===== config.mk =====
export PLATFORM = sky130hd
export DESIGN_NAME = cau_front
export DESIGN_NICKNAME = d
export VERILOG_FILES = /design/src/cau_pkg.sv /design/src/cau_front.sv
export SDC_FILE = /design/constraint.sdc
export NUM_CORES = 1
export LEC_CHECK = 0
export BUFFER_PORTS_ARGS = -buffer_cell sky130_fd_sc_hd__buf_2
export CAP_MARGIN = 20
export CORE_MARGIN = 5
export CORE_UTILIZATION = 52
export CTS_CLUSTER_SIZE = 20
export DETAILED_ROUTE_END_ITERATION = 8
export GPL_TIMING_DRIVEN = 1
export MAX_ROUTING_LAYER = met4
export PLACE_DENSITY = 0.79
export SYNTH_ARGS = -nofsm -noshare
export SYNTH_HDL_FRONTEND = slang
export SYNTH_SLANG_ARGS = --single-unit
export TNS_END_PERCENT = 5

===== constraint.sdc =====
create_clock -name clk_i -period 10.7 [get_ports clk_i]
set_input_delay 1.07 -clock clk_i [delete_from_list [all_inputs] [get_ports clk_i]]
set_output_delay 1.07 -clock clk_i [all_outputs]
set_load 0.005 [all_outputs]

===== src/cau_pkg.sv =====
// cau_pkg: shared types and constants for the complex arithmetic unit
// opcode and status codes, operation classes, parameter defaults; no dependencies
`timescale 1ns / 1ps

package cau_pkg;

  localparam int unsigned DATA_WIDTH_DEF = 32;
  localparam int unsigned FRAC_BITS_DEF  = 16;

  // opcodes on func
  localparam logic [2:0] FN_MUL   = 3'd0;
  localparam logic [2:0] FN_SCALE = 3'd1;
  localparam logic [2:0] FN_DIV   = 3'd2;
  localparam logic [2:0] FN_ADD   = 3'd3;
  localparam logic [2:0] FN_SUB   = 3'd4;
  localparam logic [2:0] FN_NEG   = 3'd5;
  localparam logic [2:0] FN_SQRT  = 3'd6;
  localparam logic [2:0] FN_NONE  = 3'd7;

  // status codes
  localparam logic [1:0] ST_OK   = 2'd0;
  localparam logic [1:0] ST_DIVZ = 2'd1;
  localparam logic [1:0] ST_SAT  = 2'd2;

  // operation class decided by the front end
  typedef enum logic [3:0] {
    OP_MUL,
    OP_SCALE,
    OP_DIV,
    OP_DIVZ,
    OP_ADD,
    OP_SUB,
    OP_NEG,
    OP_SQRT,
    OP_NONE
  } op_e;

endpackage


===== src/cau_front.sv =====
// cau_front: accepts items, classifies the opcode and holds them in a two-entry queue
// depends on cau_pkg
`timescale 1ns / 1ps

module cau_front #(
  parameter int unsigned W = cau_pkg::DATA_WIDTH_DEF
) (
  input  logic                clk_i,
  input  logic                rst_ni,
  input  logic                start,
  output logic                busy,
  input  logic [2:0]          func_i,
  input  logic [W-1:0]        a_re_i,
  input  logic [W-1:0]        a_im_i,
  input  logic [W-1:0]        b_re_i,
  input  logic [W-1:0]        b_im_i,
  input  logic [W-1:0]        scalar_i,
  output logic                q_valid_o,
  input  logic                q_pop_i,
  output cau_pkg::op_e        q_op_o,
  output logic [5*W-1:0]      q_data_o
);
  import cau_pkg::*;

  op_e            ent_op_q  [2];
  logic [5*W-1:0] ent_dat_q [2];
  logic           wr_ptr_q, rd_ptr_q;
  logic [1:0]     cnt_q;
  logic           push;
  op_e            op_cls;

  always_comb begin
    unique case (func_i)
      FN_MUL:   op_cls = OP_MUL;
      FN_SCALE: op_cls = OP_SCALE;
      // zero divisor is settled here, the back end only outputs zero
      FN_DIV:   op_cls = (b_re_i == '0 && b_im_i == '0) ? OP_DIVZ : OP_DIV;
      FN_ADD:   op_cls = OP_ADD;
      FN_SUB:   op_cls = OP_SUB;
      FN_NEG:   op_cls = OP_NEG;
      FN_SQRT:  op_cls = OP_SQRT;
      FN_NONE:  op_cls = OP_NONE;
      default:  op_cls = OP_NONE;
    endcase
  end

  assign busy      = (cnt_q == 2'd2);
  assign push      = start && !busy;
  assign q_valid_o = (cnt_q != 2'd0);
  assign q_op_o    = ent_op_q[rd_ptr_q];
  assign q_data_o  = ent_dat_q[rd_ptr_q];

  always_ff @(posedge clk_i or negedge rst_ni) begin
    if (!rst_ni) begin
      wr_ptr_q <= 1'b0;
      rd_ptr_q <= 1'b0;
      cnt_q    <= 2'd0;
    end else begin
      if (push) begin
        wr_ptr_q <= ~wr_ptr_q;
      end
      if (q_pop_i) begin
        rd_ptr_q <= ~rd_ptr_q;
      end
      if (push && !q_pop_i) begin
        cnt_q <= cnt_q + 2'd1;
      end else if (!push && q_pop_i) begin
        cnt_q <= cnt_q - 2'd1;
      end
    end
  end

  always_ff @(posedge clk_i) begin
    if (push) begin
      ent_op_q[wr_ptr_q]  <= op_cls;
      ent_dat_q[wr_ptr_q] <= {scalar_i, b_im_i, b_re_i, a_im_i, a_re_i};
    end
  end

endmodule


# Yosys cells after proc, flatten, opt, wreduce, memory -nomap -nowiden
# Memory sizes are Yosys's and may differ from the RTL's.
# Index checks and enable logic that the tools add are counted.
word_totals:
  ff_bits: 4
  ram_bits: 328
  in_bits: 167
  output_inout_bits: 166
  wordCells: 35
  mem_count: 2
mem_list:
  columns: ["memory", "words", "word_bits", "read_ports", "rd_clocked_by_memory_dff", "write_ports", "line", "source"]
  rows:
  - ["ent_dat_q", 2, 160, 1, 0, 1, "cau_front.sv:26", "logic [5*W-1:0] ent_dat_q [2];"]
  - ["ent_op_q", 2, 4, 1, 0, 1, "cau_front.sv:25", "op_e ent_op_q [2];"]
classes:
  add_sub_neg: 2
  n_eq_ne: 8
  n_mux: 6
  n_bitwise: 2
  n_reduce_logical: 12
op_table:
  columns: ["op", "count"]
  rows:
  - ["$logic_not A32 Y1", 2]
  - ["$pmux W4 S8", 1]
  - ["$eq A3 B3 Y1 const B", 4]
  - ["$eq A3 B2 Y1 const B", 2]
  - ["$logic_and A1 B1 Y1", 4]
  - ["$mux W2", 2]
  - ["$reduce_bool A2 Y1", 2]
  - ["$eq A3 B1 Y1 const B", 1]
  - ["$logic_not A1 Y1", 3]
  - ["$logic_not A3 Y1", 1]
  - ["$mux W1", 3]
  - ["$add A2 B1 Y2 const B", 1]
  - ["$eq A2 B2 Y1 const B", 1]
  - ["$not A1 Y1", 2]
  - ["$sub A2 B1 Y2 const B", 1]

# Logic depth before layout (Yosys ltp)
# Gate-level depths: netlist of run 1.
depth:
  ltp_word: 7
  depth_mapped: 7
  mapped_depth_nobuf: 7

# Worst setup path after synthesis of run 1
# OpenSTA, ideal clock, no wires.
synth_timing:
  path_type: "input-to-reg"
  start: "input port start"
  end: "memory ent_dat_q[0][0] (netlist bit), enable pin"
  setup_ns: 0.690
  t_arrival_ns: 7.964
  required_time_ns: 10.010
  setup_slack_ns: 2.046
  path_stages: 2
  n_path_buf: 0
  path_cell_list: "nand2_1 nor2_1"
synth_via:
  elab_chain_cells: 3
synth_lines:
  columns: ["element", "line", "source"]
  rows:
  - ["from (decl)", "cau_front.sv:10", "input logic start,"]
  - ["$logic_and A1 B1 Y1", "cau_front.sv:48", "assign push = start && !busy;"]
  - ["$mux W1", "cau_front.sv:74", "if (push) begin"]
  - ["$mux W1 (not written as such)", "cau_front.sv:76", "ent_dat_q[wr_ptr_q] <= {scalar_i, b_im_i, b_re_i, a_im_i, a_re_i};"]
  - ["to (decl)", "cau_front.sv:26", null]
# No other way between the ends.

# Final worst setup path of run 1
layout_timing:
  start: "register rd_ptr_q"
  end: "output port q_data_o[39]"
layout_via:
  elab_chain_cells: 1
layout_lines:
  columns: ["element", "line", "source"]
  rows:
  - ["from (decl)", "cau_front.sv:27", "logic wr_ptr_q, rd_ptr_q;"]
  - ["from (signal assigned)", "cau_front.sv:63", "rd_ptr_q <= ~rd_ptr_q;"]
  - ["$mem_v2 Z2 W160", null, null]
  - ["to (decl)", "cau_front.sv:21", "output logic [5*W-1:0] q_data_o"]
# No other way between the ends.

==> out/qor.yml, run 1 <==
status:
  status: "complete, no violations"
power_and_ir_drop:
  seq_power_share_pct: 46.2
  pwr-share-comb_pct: 25.9
  p_int_mw: 2.968
  swShare_pct: 26.46
  irDropWorstVdd_uv: 188.2
  power.total_mw: 4.036
  power.switching_mw: 1.068
  p_per_area_mw_per_mm2: 263.9
  p_leak_nw: 5.702
  p_clk_share_pct: 27.9
routing:
  vias: 6386
  viasPerCell: 5.088
  drc: 0
  routedWlPerCell_um: 20.07
  routed_wl_mm: 25.19
  firstDrtPassIters: 4
  antenna_left: 0
  drt-initial-drc-count: 380
synthesis:
  yosys.area_share.simple_pct: 1.784
  yosysWarnings: 0
  netlist_area_mm2: 0.01220
  syn_inst: 560
  ys_seq_area_share_pct: 81.54
  synth_cell_type_count: 25
  muxShareOfSynthArea_pct: 15.30
  avgSynthCellArea_um2: 21.79
  synth-compound-area-share_pct: 0.04102
  synth_fp_nets: 728
  ys_ff_latch: 332
  synth-xor-area-share_pct: 0.4307
  synth_top_family_by_area: "multiplexers"
  synth-adder-area-share_pct: 0.1025
cts:
  cts-root-buf: "clkbuf_16"
  clk_latency_ns: 0.54
  h-tree-depth: 1
  clock-sinks: 332
  clkTransAtPathRegs_ns: 0.06
  clockBufferDepth: 3
  holdBufCountCts: 0
  cts_resized: 0
  cts_made_buffers: 31
  cts_tree: "yes"
  cts_setup_buffers: 0
cells_and_area:
  num-nets-final: 1081
  fillers: 1620
  final_layout_size_suffix_gt1_share_pct: 54.61
  final_cells: 1255
  layout_common_cells: "buf_2 (332), edfxtp_1 (328), mux2_2 (117), mux2_1 (47), clkbuf_16 (31)"
  areaGrowthSynthToFinish_pct: 25.36
  layout_commonest_cell: "buf_2"
  utilization_pct: 65.75
sta:
  hold_ws_ns: 0.3317
  finalSetupTns_ns: 0
  fin_crit_sh_pct: 42.72
  setup-violations-final: 0
  fmax_mhz: 218.7
  rsz0062_at_grt: "no"
  slew_violations: 0
  tightestPinTransition_ns: 1.071
  hold_viol: 0
  slew_headroom_pct: 28.61
  fin_crit_ns: 4.571
  clock_skew_ns: 0.007819
place:
  globalplace.congestion: 0.8021
  hpwl_mm: 17.15
  dp.cells: 1199
  portBuffers: 332
worst_setup_path:
  cp-start-kind: "flop"
  cp_max_fo: 80
  worstPathArrival_ns: 3.50
  crit_required_ns: 9.63
  crit_type: "flop to primary output"
  end_kind: "primary output"
floorplanning:
  coreArea_mm2: 0.02326
  rows: 56
  die_y_um: 163.2
  ios: 333
  die_area_mm2: 0.02663
  initial_core_util_pct: 52.45
  die_width_um: 163.2
global_route:
  grt_pass1_wl_mm: 37.43
  grt-ovfl-total: 0
  grt_pass1_vias: 6702
  grt_antenna_before_repair: 4
  grt.total_usage_pct: 18.93
  grt_max_degree: 81
min_path:
  worst_hold_path_type: "primary input to asynchronous set/reset pin"
run:
  cap_violations: 0
metrics by stage:
step / setup slack, ns / area [um^2]
after floorplan: 2.046 / 12200
after detailed placement: 6.667 / 14240
after CTS: 6.087 / 15290
after global routing: 5.933 / 15300
after global placement: 6.672 / 14240
final: 6.129 / 15300
synthesized netlist by cell type (all sizes together):
cell type / instances / area, um^2
edfxtp: 328 / 9849
mux2: 164 / 1847
buf: 15 / 75.07
nor4: 15 / 115.1
dfrtp: 4 / 100.1
nand2: 4 / 15.01
nor2: 4 / 15.01
clkbuf: 3 / 11.26
inv: 3 / 11.26
nand4: 3 / 18.77
xnor2: 3 / 26.28
xor2: 3 / 26.28
and3: 2 / 13.77
mux2i: 2 / 20.02
ha: 1 / 12.51
nand2b: 1 / 6.260
nand3: 1 / 5.000
nor4b: 1 / 15.01
o21ai: 1 / 5.000
or2: 1 / 6.260
or4: 1 / 7.510
state kept, by name (all words and copies together), names as in the netlist:
signal / cells
ent_op_q: 8
cnt_q: 2
ent_dat_q: 320
wr_ptr_q: 1
rd_ptr_q: 1
routing by layer:
layer / part of all wire, % / vias up / GRT usage (%)
met5: 0 / - / -
met1: 36 / 3091 / 22.24
met3: 10 / 49 / 6.132
li1: - / 2957 / -
met4: 2.7 / 0 / 5.490
met2: 50 / 289 / 31.60
cell type report:
type                    instances  area, um^2  area share (%)
diodes                          4       10.01         0.06544
clock buffers                  35       790.8           5.170
flip-flops and latches        332        9953           65.07
inverters                       3       11.26         0.07362
multi-input cells             207        2167           14.17
well taps                     319       399.1           2.609
clock inverters                17       257.7           1.685
repair buffers                338        1707           11.16
kinds of logic after synthesis:
group / after synthesis
flops: 332
mux: 166
simple gates: 33
buf+inv: 21
xor+xnor: 6
compound gates: 1
fa+ha+maj: 1
worst max-delay path: stages, from the launching register on:
cell and delay (ns):
dfrtp_4 0.65, buf_4 0.69, buf_4 0.90, mux2_2 0.43
buf_2 0.14
worst paths after layout:
| path | startpoint | end | slack (ns) | depth (start not counted) |
|---|---|---|---|---|
| max | rd_ptr_q$_DFFE_PN0P_ | q_data_o[39] | 6.13 | 4 |
| min | rst_ni | wr_ptr_q$_DFFE_PN0P_ | 0.33 | 1 |
| max reg2reg | cnt_q[0]$_DFFE_PN0P_ | ent_dat_q[0][129]$_DFFE_PP_ | 8.08 | 4 |
| min reg2reg | cnt_q[1]$_DFFE_PN0P_ | cnt_q[1]$_DFFE_PN0P_ | 0.49 | 1 |
| max in group asynchronous | rst_ni | rd_ptr_q$_DFFE_PN0P_ | 10.22 | 1 |
| min in group clk_i | cnt_q[1]$_DFFE_PN0P_ | cnt_q[1]$_DFFE_PN0P_ | 0.49 | 1 |
power by group through the flow:
stage,registers (mW),logic (mW),clock network (mW)
6_report,1.87,1.04,1.13
5_1_grt,1.89,1.14,1.21
4_1_cts,1.87,1.07,1.15
3_5_place_dp,1.89,1.06,0
3_3_place_gp,1.88,1.05,0
2_1_floorplan,1.91,0.617,0
(Power assumes the default switching activity.)
==> run 2: changes to the inputs <==
--- a/config.mk
+++ b/config.mk
@@ -8,12 +8,12 @@
 export BUFFER_PORTS_ARGS = -buffer_cell sky130_fd_sc_hd__buf_2
 export CAP_MARGIN = 20
 export CORE_MARGIN = 5
-export CORE_UTILIZATION = 52
+export CORE_UTILIZATION = 47
 export CTS_CLUSTER_SIZE = 20
 export DETAILED_ROUTE_END_ITERATION = 8
 export GPL_TIMING_DRIVEN = 1
 export MAX_ROUTING_LAYER = met4
-export PLACE_DENSITY = 0.79
+export PLACE_DENSITY = 0.76
 export SYNTH_ARGS = -nofsm -noshare
 export SYNTH_HDL_FRONTEND = slang
 export SYNTH_SLANG_ARGS = --single-unit
==> constraint.sdc (replaced) <==
create_clock -name clk_i -period 3.8 [get_ports clk_i]
set_input_delay 0.38 -clock clk_i [delete_from_list [all_inputs] [get_ports clk_i]]
set_output_delay 0.38 -clock clk_i [all_outputs]
set_load 0.005 [all_outputs]
==> run 2 against run 1 <==
Sequential power rose to 2.8 times the previous value. Largest cell class unchanged. Routed wire length up 5.7%. Flip-flop and latch count unchanged. Core utilization down 5.9 points. Critical path depth down 1. Global-route usage down 1.2 points. Die area up 10%. Critical path type unchanged. Critical endpoint is now q_data_o[6]. Power rose to 2.9 times the previous value. Count of clock-buffer cells in the layout up 13. Combinational power rose to 2.9 times the previous value.
==> out/qor.yml, run 2 (same netlist as run 1, synthesis figures left out) <==
min_path:
  whs_path_depth: 1
  worst_hold_path_type: "primary input to flop"  # was primary input to asynchronous set/reset pin
  hp-start: "a_im_i[31]"
  holdPathEnd: "ent_dat_q[0][63]$_DFFE_PP_"
cts:
  cts_tree: "yes"  # unchanged
  clock-sinks: 332  # unchanged
  h-tree-depth: 2  # was 1
  cts_resized: 0  # unchanged
  cts-root-buf: "clkbuf_16"  # unchanged
  clockBufferDepth: 3  # unchanged
  cts_made_buffers: 35  # was 31
  clk_latency_ns: 0.50  # was 0.54 ns
  clkTransAtPathRegs_ns: 0.06  # about the same
place:
  hpwl_mm: 18.21  # was 17.15 mm
  globalplace.congestion: 0.8095  # was 0.8021
  portBuffers: 332  # unchanged
global_route:
  grt_pass1_wl_mm: 38.50  # was 37.43 mm
  grt_pass1_vias: 7021  # was 6702
  grt.total_usage_pct: 17.76  # was 18.93%
  use_met3_pct: 6.077  # was 6.132%
  grt_antenna_before_repair: 5  # was 4
  grt_max_degree: 83  # was 81
  top_usage_layer: "met2"  # unchanged
  gr-usage-met1_pct: 21.26  # was 22.24%
  grtUsageMet2_pct: 28.53  # was 31.60%
  grt-ovfl-total: 0  # unchanged
cells_and_area:
  final_layout_size_suffix_gt1_share_pct: 54.17  # was 54.61%
  areaGrowthSynthToFinish_pct: 26.82  # was 25.36%
  num-nets-final: 1089  # was 1081
  layout_commonest_cell: "buf_2"  # unchanged
  reg_top3: "ent_dat_q (320), ent_op_q (8), cnt_q (2)"  # unchanged
  top_register: "ent_dat_q"  # unchanged
  utilization_pct: 59.89  # was 65.75%
  largest_register_ff_count: 320  # unchanged
  layout_common_cells: "buf_2 (332), edfxtp_1 (328), mux2_2 (117), mux2_1 (47), clkbuf_16 (35)"  # was buf_2 (332), edfxtp_1 (328), mux2_2 (117), mux2_1 (47), clkbuf_16 (31)
sta:
  fin_crit_ns: 2.681
  tightestPinTransition_ns: 0.9107  # was 1.071 ns
  fmax_mhz: 373.0
  rsz0062_at_grt: "no"  # unchanged
  hold_viol: 0  # unchanged
  slew_headroom_pct: 39.29  # was 28.61%
  setup-violations-final: 0  # unchanged
  clock_skew_ns: 0.01119  # was 0.007819 ns
  fin_crit_sh_pct: 70.56
  slew_violations: 0  # unchanged
power_and_ir_drop:
  swShare_pct: 27.31  # was 26.46%
  power.switching_mw: 3.145  # was 1.068 mW
  p_leak_nw: 5.753  # was 5.702 nW
  seq_power_share_pct: 46.1  # was 46.2%
  p_per_area_mw_per_mm2: 744.4  # was 263.9 mW/mm^2
  pwr-share-comb_pct: 26.1  # was 25.9%
  irDropWorstVdd_uv: 499.9  # was 188.2 uV
  p_int_mw: 8.373  # was 2.968 mW
  p_clk_share_pct: 27.8  # was 27.9%
  power.total_mw: 11.52  # was 4.036 mW
routing:
  routed_wl_mm: 26.62  # was 25.19 mm
  drc: 0  # unchanged
  routedWlPerCell_um: 20.67  # was 20.07 um
  antenna_left: 0  # unchanged
  firstDrtPassIters: 4  # unchanged
  viasPerCell: 5.082  # was 5.088
  vias: 6545  # was 6386
  drt-initial-drc-count: 297  # was 380
floorplanning:
  coreArea_mm2: 0.02584  # was 0.02326 mm^2
  rows: 59  # was 56
  die_y_um: 171.1  # was 163.2 um
  die_area_mm2: 0.02928  # was 0.02663 mm^2
  ios: 333  # unchanged
  die_width_um: 171.1  # was 163.2 um
  initial_core_util_pct: 47.23  # was 52.45%
worst_setup_path:
  reg2reg_to: "ent_dat_q[1][86]$_DFFE_PP_"  # was ent_dat_q[0][129]$_DFFE_PP_
  crit_chain: "buf_12, mux2_2, buf_2"  # was buf_4, buf_4, mux2_2, buf_2
  rr_worst_depth: 3  # was 4
  critical_path_buf_inv_count: 2  # was 3
  r2r_slack_ns: 1.63  # was 8.08 ns
  worstPathArrival_ns: 2.30  # was 3.50 ns
  end_kind: "primary output"  # unchanged
  crit_slowest_cell: "dfrtp_4"  # was buf_4
  slowest_delay_ns: 0.92  # was 0.90 ns
  crit_type: "flop to primary output"  # unchanged
  path_delay_family: "flip-flops"  # was buffers and inverters
  crit_required_ns: 3.42  # was 9.63 ns
  cp_max_fo: 53  # was 80
  regToRegStartpoint: "cnt_q[0]$_DFFE_PN0P_"  # unchanged
  cp-start-kind: "flop"  # unchanged
status:
  status: "complete, no violations"  # unchanged
run:
  cap_violations: 0  # unchanged
## run 2: layer usage
metal | part of all wire [%] | up-vias
met5 | 0 | -
met4 | 2.8 | 0
met3 | 11 | 52
met2 | 48 | 328
met1 | 38 | 3177
li1 | - | 2988
## run 2: power groups by stage
stage	Combinational (mW)	Clock, mW	Sequential (mW)
6_report	3.00	3.20	5.31
5_1_grt	3.26	3.44	5.39
4_1_cts	3.08	3.27	5.33
3_5_place_dp	3.04	0	5.40
3_3_place_gp	3.01	0	5.36
2_1_floorplan	1.74	0	5.30
## run 2: how the worst max path moves through the flow
stage,start,end,slack [ns],depth (start not counted)
2_1_floorplan,cnt_q[0]$_DFFE_PN0P_,ent_dat_q[1][0]$_DFFE_PP_,-1.08,2
5_1_grt,rd_ptr_q$_DFFE_PN0P_,q_data_o[17],0.98,3
6_report,rd_ptr_q$_DFFE_PN0P_,q_data_o[6],1.12,3
3_3_place_gp,rd_ptr_q$_DFFE_PN0P_,q_data_o[99],1.59,3
3_5_place_dp,cnt_q[0]$_DFFE_PN0P_,ent_dat_q[1][75]$_DFFE_PP_,1.58,3
4_1_cts,rd_ptr_q$_DFFE_PN0P_,q_data_o[17],1.04,3
## run 2: cell type report
type | count | area, um^2
tap | 335 | 419.2
antenna | 6 | 15.01
clock inverter | 15 | 136.4
clock buffer | 48 | 944.7
timing repair buffer | 342 | 1827
sequential | 332 | 9953
fill | 1916 | 10360
multi-input combinational | 207 | 2167
inverter | 3 | 11.26
## run 2: timing repair
item / in CTS / in global routing
endpoints found under the hold margin: 4 / 0
hold buffers: 1 / 0
buffers inserted: 0 / 0
## run 2: worst register-to-register path, cell delays in order (launching register included)
cell and delay [ns]:
dfrtp_1 0.41, nand2b_1 0.17, and3_4 0.80, buf_4 0.46
## run 2: through the flow
| step | instance area [um^2] | setup TNS (ns) | cells | setup slack, ns | hold WS [ns] |
|---|---|---|---|---|---|
| after detailed placement | 14370 | 0 | 1218 | 1.583 | 0.1906 |
| after global routing | 15470 | 0 | 1287 | 0.9787 | 0.03644 |
| after floorplan | 12210 | -176.98 | 560 | -1.079 | 0.08441 |
| after CTS | 15460 | 0 | 1282 | 1.037 | 0.03271 |
| after global placement | 14370 | 0 | 1218 | 1.587 | 0.1889 |
| final | 15470 | 0 | 1288 | 1.119 | 0.06188 |
